### config.mk
export PLATFORM = sky130hd
export DESIGN_NAME = double_ended_queue_core
export DESIGN_NICKNAME = d
export VERILOG_FILES = /design/src/rtl/dq_pkg.sv /design/src/rtl/dq_cell.sv /design/src/rtl/double_ended_queue_core.sv
export SDC_FILE = /design/constraint.sdc
export NUM_CORES = 2
export LEC_CHECK = 0
export ABC_AREA = 1
export BUFFER_PORTS_ARGS = -buffer_cell sky130_fd_sc_hd__buf_2
export CAP_MARGIN = 20
export CORE_ASPECT_RATIO = 2
export CORE_MARGIN = 8
export CORE_UTILIZATION = 25
export DETAILED_ROUTE_END_ITERATION = 8
export HOLD_SLACK_MARGIN = 0.03
export SETUP_SLACK_MARGIN = 0.1
export SLEW_MARGIN = 10
export SYNTH_ARGS = -nofsm -noshare
export SYNTH_HDL_FRONTEND = slang
export SYNTH_SLANG_ARGS = --single-unit
### constraint.sdc
create_clock -name clk -period 4.67 [get_ports clk]
set_input_delay 0.934 -clock clk [delete_from_list [all_inputs] [get_ports clk]]
set_output_delay 0.934 -clock clk [all_outputs]
set_load 0.005 [all_outputs]
### src/rtl/dq_pkg.sv
// shared constants and types for the double-ended queue
`timescale 1ns / 1ps
package dq_pkg;

	localparam int DATA_W      = 32;
	localparam int DEPTH_DEF   = 16;

	// mode codes
	localparam logic [2:0] MODE_PUSH_FRONT = 3'd0;
	localparam logic [2:0] MODE_PUSH_BACK  = 3'd1;
	localparam logic [2:0] MODE_POP_FRONT  = 3'd2;
	localparam logic [2:0] MODE_POP_BACK   = 3'd3;
	localparam logic [2:0] MODE_LIST       = 3'd4;

	// status codes
	localparam logic [1:0] STATUS_OK        = 2'd0;
	localparam logic [1:0] STATUS_UNDERFLOW = 2'd1;
	localparam logic [1:0] STATUS_OVERFLOW  = 2'd2;

	// operation broadcast to every cell in a cycle
	typedef struct packed {
		logic shift_back;   // push front: everything moves one cell back
		logic shift_fwd;    // pop front: everything moves one cell forward
		logic push_back;    // first free cell loads the pushed value
		logic pop_back;     // tail cell drops its element
		logic tag_load;     // mark the tail element before a listing
		logic rotate;       // listing: head goes to tail, rest moves forward
	} cell_cmd_t;

endpackage

### src/rtl/dq_cell.sv
// one storage cell of the deque chain
`timescale 1ns / 1ps
module dq_cell (
	input  logic                           clk,
	input  logic                           arst_n,
	input  dq_pkg::cell_cmd_t              cmd,
	input  logic [dq_pkg::DATA_W-1:0]      push_data,
	input  logic [dq_pkg::DATA_W-1:0]      prev_data,
	input  logic                           prev_valid,
	input  logic [dq_pkg::DATA_W-1:0]      next_data,
	input  logic                           next_valid,
	input  logic                           next_tag,
	input  logic [dq_pkg::DATA_W-1:0]      head_data,
	input  logic                           head_tag,
	output logic [dq_pkg::DATA_W-1:0]      data,
	output logic                           valid,
	output logic                           tag,
	output logic                           is_tail
);

	logic [dq_pkg::DATA_W-1:0] data_q;
	logic                      valid_q;
	logic                      tag_q;
	logic                      is_slot;

	// tail holds the back element, slot is the first free cell
	assign is_tail = valid_q & ~next_valid;
	assign is_slot = ~valid_q & prev_valid;

	// occupancy flag and listing tag
	always_ff @(posedge clk or negedge arst_n) begin
		if (!arst_n) begin
			valid_q <= 1'b0;
			tag_q   <= 1'b0;
		end else begin
			if (cmd.shift_back) begin
				valid_q <= prev_valid;
			end else if (cmd.shift_fwd) begin
				valid_q <= next_valid;
			end else if (cmd.push_back && is_slot) begin
				valid_q <= 1'b1;
			end else if (cmd.pop_back && is_tail) begin
				valid_q <= 1'b0;
			end
			if (cmd.tag_load) begin
				tag_q <= is_tail;
			end else if (cmd.rotate) begin
				tag_q <= is_tail ? head_tag : next_tag;
			end
		end
	end

	// element payload
	always_ff @(posedge clk) begin
		if (cmd.shift_back) begin
			data_q <= prev_data;
		end else if (cmd.shift_fwd) begin
			data_q <= next_data;
		end else if (cmd.push_back && is_slot) begin
			data_q <= push_data;
		end else if (cmd.rotate) begin
			data_q <= is_tail ? head_data : next_data;
		end
	end

	assign data  = data_q;
	assign valid = valid_q;
	assign tag   = tag_q;

endmodule

### src/rtl/double_ended_queue_core.sv
// top level: deque built from a chain of cells plus the command sequencer
//
// The front element always sits in the first cell and the elements fill the
// chain without gaps, so every push and pop either shifts the chain by one
// cell or acts on its tail cell alone: a command is accepted whenever busy is
// low, and its single result shows on the result ports, with strobe high, in
// the cycle after acceptance. A listing of n stored elements rotates the chain
// once per cycle: busy stays high while it rotates, and the n results come out
// one per cycle, each in the cycle after the rotation that reads it. The
// first rotation runs once state_q has moved to S_LIST on acceptance. The
// last result, with last high, shows in the cycle in which busy falls. The next
// command is taken at the end of that cycle at the earliest. Listing an empty
// queue gives one underflow result and no busy time. Results are never held
// back; the receiver must take each one in the cycle it is shown. Modes 5 to
// 7 are accepted and give no result.
`timescale 1ns / 1ps
module double_ended_queue_core #(
	parameter int DEPTH = dq_pkg::DEPTH_DEF
) (
	input  logic                              clk,
	input  logic                              arst_n,
	input  logic                              start,
	output logic                              busy,
	input  logic [2:0]                        mode,
	input  logic signed [dq_pkg::DATA_W-1:0]  value,
	output logic                              strobe,
	output logic signed [dq_pkg::DATA_W-1:0]  value_out,
	output logic [1:0]                        status,
	output logic                              last
);

	localparam int W = dq_pkg::DATA_W;

	typedef enum logic {
		S_IDLE,
		S_LIST
	} state_t;

	state_t             state_q;
	logic               strobe_q;
	logic [W-1:0]       value_q;
	logic [1:0]         status_q;
	logic               last_q;

	dq_pkg::cell_cmd_t  cmd;
	logic               accept;
	logic               empty;
	logic               full;
	logic [W-1:0]       cell_data  [DEPTH];
	logic [DEPTH-1:0]   cell_valid;
	logic [DEPTH-1:0]   cell_tag;
	logic [DEPTH-1:0]   cell_tail;
	logic [W-1:0]       tail_data;

	assign accept = start & (state_q == S_IDLE);
	assign empty  = ~cell_valid[0];
	assign full   = cell_valid[DEPTH-1];

	// chain of cells, front at index 0
	for (genvar i = 0; i < DEPTH; i++) begin : g_cell
		logic [W-1:0] prev_d;
		logic         prev_v;
		logic [W-1:0] next_d;
		logic         next_v;
		logic         next_t;

		if (i == 0) begin : g_first
			assign prev_d = value;
			assign prev_v = 1'b1;
		end else begin : g_mid
			assign prev_d = cell_data[i-1];
			assign prev_v = cell_valid[i-1];
		end

		if (i == DEPTH-1) begin : g_end
			assign next_d = '0;
			assign next_v = 1'b0;
			assign next_t = 1'b0;
		end else begin : g_inner
			assign next_d = cell_data[i+1];
			assign next_v = cell_valid[i+1];
			assign next_t = cell_tag[i+1];
		end

		dq_cell u_cell (
			.clk        (clk),
			.arst_n     (arst_n),
			.cmd        (cmd),
			.push_data  (value),
			.prev_data  (prev_d),
			.prev_valid (prev_v),
			.next_data  (next_d),
			.next_valid (next_v),
			.next_tag   (next_t),
			.head_data  (cell_data[0]),
			.head_tag   (cell_tag[0]),
			.data       (cell_data[i]),
			.valid      (cell_valid[i]),
			.tag        (cell_tag[i]),
			.is_tail    (cell_tail[i])
		);
	end

	// back element, picked by the one-hot tail flags
	always_comb begin
		tail_data = '0;
		for (int i = 0; i < DEPTH; i++) begin
			tail_data = tail_data | (cell_data[i] & {W{cell_tail[i]}});
		end
	end

	// chain operation for this cycle
	always_comb begin
		cmd        = '0;
		cmd.rotate = (state_q == S_LIST);
		if (accept) begin
			unique case (mode)
				dq_pkg::MODE_PUSH_FRONT: cmd.shift_back = ~full;
				dq_pkg::MODE_PUSH_BACK:  cmd.push_back  = ~full;
				dq_pkg::MODE_POP_FRONT:  cmd.shift_fwd  = ~empty;
				dq_pkg::MODE_POP_BACK:   cmd.pop_back   = ~empty;
				dq_pkg::MODE_LIST:       cmd.tag_load   = ~empty;
				default: ;
			endcase
		end
	end

	// sequencer state and registered result
	always_ff @(posedge clk or negedge arst_n) begin
		if (!arst_n) begin
			state_q  <= S_IDLE;
			strobe_q <= 1'b0;
			value_q  <= '0;
			status_q <= dq_pkg::STATUS_OK;
			last_q   <= 1'b0;
		end else begin
			strobe_q <= 1'b0;
			unique case (state_q)
				S_LIST: begin
					strobe_q <= 1'b1;
					value_q  <= cell_data[0];
					status_q <= dq_pkg::STATUS_OK;
					last_q   <= cell_tag[0];
					if (cell_tag[0]) begin
						state_q <= S_IDLE;
					end
				end
				S_IDLE: begin
					if (accept) begin
						unique case (mode)
							dq_pkg::MODE_PUSH_FRONT, dq_pkg::MODE_PUSH_BACK: begin
								strobe_q <= 1'b1;
								value_q  <= '0;
								status_q <= full ? dq_pkg::STATUS_OVERFLOW
								                 : dq_pkg::STATUS_OK;
								last_q   <= 1'b1;
							end
							dq_pkg::MODE_POP_FRONT, dq_pkg::MODE_POP_BACK: begin
								strobe_q <= 1'b1;
								last_q   <= 1'b1;
								if (empty) begin
									value_q  <= '0;
									status_q <= dq_pkg::STATUS_UNDERFLOW;
								end else begin
									value_q  <= (mode == dq_pkg::MODE_POP_FRONT)
									            ? cell_data[0] : tail_data;
									status_q <= dq_pkg::STATUS_OK;
								end
							end
							dq_pkg::MODE_LIST: begin
								if (empty) begin
									strobe_q <= 1'b1;
									value_q  <= '0;
									status_q <= dq_pkg::STATUS_UNDERFLOW;
									last_q   <= 1'b1;
								end else begin
									state_q <= S_LIST;
								end
							end
							default: ;
						endcase
					end
				end
				default: state_q <= S_IDLE;
			endcase
		end
	end

	assign busy      = (state_q == S_LIST);
	assign strobe    = strobe_q;
	assign value_out = value_q;
	assign status    = status_q;
	assign last      = last_q;

endmodule

==> results.sh <==
export IMPL_outcome="complete, no violations"
export IMPL_synth_avg_cell_area_um2=6.27
export IMPL_crit_arrival_ps=4160
export IMPL_rsz0062_at_grt="false"
export IMPL_vias=51500
export IMPL_numCtsBuffers=54
export IMPL_relSlewSlack_pct=14.3
export IMPL_synth_nets=7474
export IMPL_p_total_mw=26.4
export IMPL_combPwrFrac_pct=49.9
export IMPL_grt_usage_pct=21.8
export IMPL_period_minus_slack_ps=3770
export IMPL_reg2reg_depth=7
export IMPL_clk_latency_ps=690
export IMPL_hold_viol_final=0
export IMPL_ys_warn_count=0
export IMPL_post_cts_buffers=0
export IMPL_critPathLaunchType="flip-flop"
export IMPL_crit_start="busy"
export IMPL_grt_max_degree=168
export IMPL_syn_inst=7436
export IMPL_io_pins=75
export IMPL_seqPwrFrac_pct=31.5
export IMPL_avgRoutedWirePerCell_um=23.8
export IMPL_numPlacedInstances=9535
export IMPL_die_area_mm2=0.201
export IMPL_clock_sinks=581
export IMPL_nets=7145
export IMPL_postCtsHoldBufs=0
export IMPL_finalSetupViolCount=0
export IMPL_rrSetupSlack_ps=900
export IMPL_coreArea_mm2=0.186
export IMPL_instances_no_fill=9648
export IMPL_ir_drop_v=0.000483
export IMPL_synth_cell_types=26
export IMPL_drv_cap=0
export IMPL_skew_ps=34.3
export IMPL_gp_congestion=0.896
export IMPL_worst_pin_slew_ps=1290
export IMPL_power_frac_clock_pct=18.6
export IMPL_swShare_pct=49.8
export IMPL_cp_end_kind="flip-flop"
export IMPL_first_iter_violations=6868
export IMPL_cts_buffer_depth=3
export IMPL_first_pass_iters=7
export IMPL_drc_errors=0
export IMPL_clock_fmax_mhz=265
export IMPL_root_buffer="clkbuf_16"
export IMPL_powerDensity_mw_per_mm2=518
export IMPL_routed_wirelength_mm=230
export IMPL_dp_hpwl_mm=129
export IMPL_grt_pass1_wl_mm=330
export IMPL_htreeDepth=2
export IMPL_synthToLayoutAreaGrowth_pct=9.35
export IMPL_synth_cell_area_mm2=0.0466
export IMPL_min_path_type="in2async"
export IMPL_die_w_um=321
export IMPL_cts_tree="built"
export IMPL_initial_core_util_pct=25.1
export IMPL_stdcell_area_mm2=0.0510
export IMPL_timing_rr_start="busy"
export IMPL_rows=224
export IMPL_slew_viol_final=0
export IMPL_p_int_mw=13.3
export IMPL_drive_above_1_share_pct=4.96
export IMPL_clk_pin_slew_ps=70
export IMPL_leakagePower_nw=24.5
export IMPL_period_share_pct=80.7
export IMPL_synth_seq_cells=581
export IMPL_die_h_um=627
export IMPL_critPathMaxFanout=167
export IMPL_rr_endpoint="g_cell[5].u_cell.data[5]"
export IMPL_grt_ovfl_total=0
export IMPL_ant_nets=0
export IMPL_placed_area_mm2=0.0492
export IMPL_crit_end="g_cell[5].u_cell.data[5]"
export IMPL_viasPerCell=5.34
export IMPL_ys_seq_area_share_pct=36.7
export IMPL_crit_type="reg2reg"
export IMPL_io_buffers=74
export IMPL_switching_power_mw=13.1
export IMPL_grt_pass1_vias=49100
export IMPL_cp_required_ps=5060
export IMPL_fin_tns_setup_ps=0
export IMPL_antenna_found_initial=22
export IMPL_cts_resized=0
[synth_stat cells]
cell / number / area, um2
buf_2: 260 / 1300
nand3_2: 1 / 10.0
buf_4: 3 / 22.5
a21oi_1: 2 / 10.0
a211o_1: 1 / 8.76
dfrtp_1: 69 / 1730
edfxtp_1: 512 / 15400
nor2_1: 200 / 751
clkinv_1: 10 / 37.5
nand2_1: 2236 / 8390
inv_1: 1473 / 5530
o21ai_0: 657 / 3290
inv_2: 7 / 26.3
nor2_2: 4 / 25.0
buf_1: 43 / 161
o22ai_1: 358 / 2240
nor2_4: 2 / 22.5
nor3_1: 2 / 10.0
nand3_1: 1283 / 6420
nand4_1: 5 / 31.3
clkbuf_1: 274 / 1030
nor3_2: 1 / 10.0
buf_6: 1 / 11.3
nand2_2: 11 / 68.8
o21ai_1: 11 / 55.1
o211ai_1: 10 / 75.1
[power by group through the flow]
stage               clock network, mW  registers [mW]  logic (mW)
floorplan                           0            7.90        8.07
global placement                    0            8.35        12.5
detailed placement                  0            8.38        12.7
CTS                              4.93            8.28        12.7
global route                     5.03            8.41        14.2
finish                           4.91            8.31        13.2
[kinds of logic (layout without fill, tap and decap cells)]
| logic type | count (synthesis) | count (layout) | synth area share [%] |
|---|---|---|---|
| AND/OR/NAND/NOR | 3745 | 3745 | 33.8 |
| other | 0 | 9 | 0 |
| AO/OA/AOI/OAI | 1039 | 1039 | 12.2 |
| buffers and inverters | 2071 | 1788 | 17.4 |
| flip-flops | 581 | 581 | 36.7 |
[worst min path at each step]
stage | from | endpoint | slack, ps | cells past startpoint
after detailed placement | status[1] | status[1] | 480 | 2
after CTS | arst_n | value_out[20] | 290 | 2
after global placement | status[1] | status[1] | 470 | 2
after floorplan | g_cell[0].u_cell.tag | busy | 450 | 1
final | arst_n | value_out[17] | 260 | 2
after global routing | arst_n | value_out[17] | 310 | 2
[state kept, by name (all words and copies together) (netlist names)]
name / count
busy: 1
g_cell.u_cell.data: 512
g_cell.u_cell.tag: 16
g_cell.u_cell.valid: 16
last: 1
status: 2
strobe: 1
value_out: 32
[layout by cell type, fill, tap and decap left out, types with 5 or more instances in the layout]
cell,n
nand2_1,2224
inv_1,1470
nand3_1,1268
o21ai_0,657
edfxtp_1,512
o22ai_1,358
nor2_1,192
buf_4,90
buf_2,73
dfrtp_1,62
clkbuf_16,54
buf_12,33
inv_2,18
nand2_2,18
clkbuf_1,16
nor2_4,12
clkinv_2,12
o21ai_1,11
o211ai_1,10
diode_2,9
nand3_4,9
clkinv_1,9
nand3_2,7
dfrtp_2,6
bufinv_16,6
nand2_4,5
nand4_1,5
[per-stage QoR]
step / hold slack (ps) / worst slack [ps] / utilization [%]
after floorplan: 448 / 1490 / -
after global placement: 471 / 749 / 26.5
after detailed placement: 481 / 770 / 26.5
after CTS: 293 / 915 / 27.4
after global routing: 307 / 843 / 27.4
final: 261 / 902 / 27.4
[critical path, stage by stage, from the launching register on]
cell and delay [ps]:
dfrtp_2 810, nor2_1 150, nand2_1 260, nor2_4 70
nor2_4 180, buf_12 620, nand3_2 710, buf_4 490
[per-layer routing]
metal	vias up	wire, um	track usage (%)
met5	-	123	0
met4	20	25700	20.3
met3	1215	27300	5.10
met2	3760	103000	35.3
met1	23600	73300	23.4
li1	22900	-	-
[final cells by class]
class,count,area [um2]
multi-input combinational,4784,21700
clock buffer,73,1450
clock inverter,29,304
fill,20500,135000
inverter,1490,5600
sequential,581,17100
timing repair buffer,196,1700
tap,2486,3110
antenna,9,22.5
No activity file was read; power rests on OpenSTA's default activity.
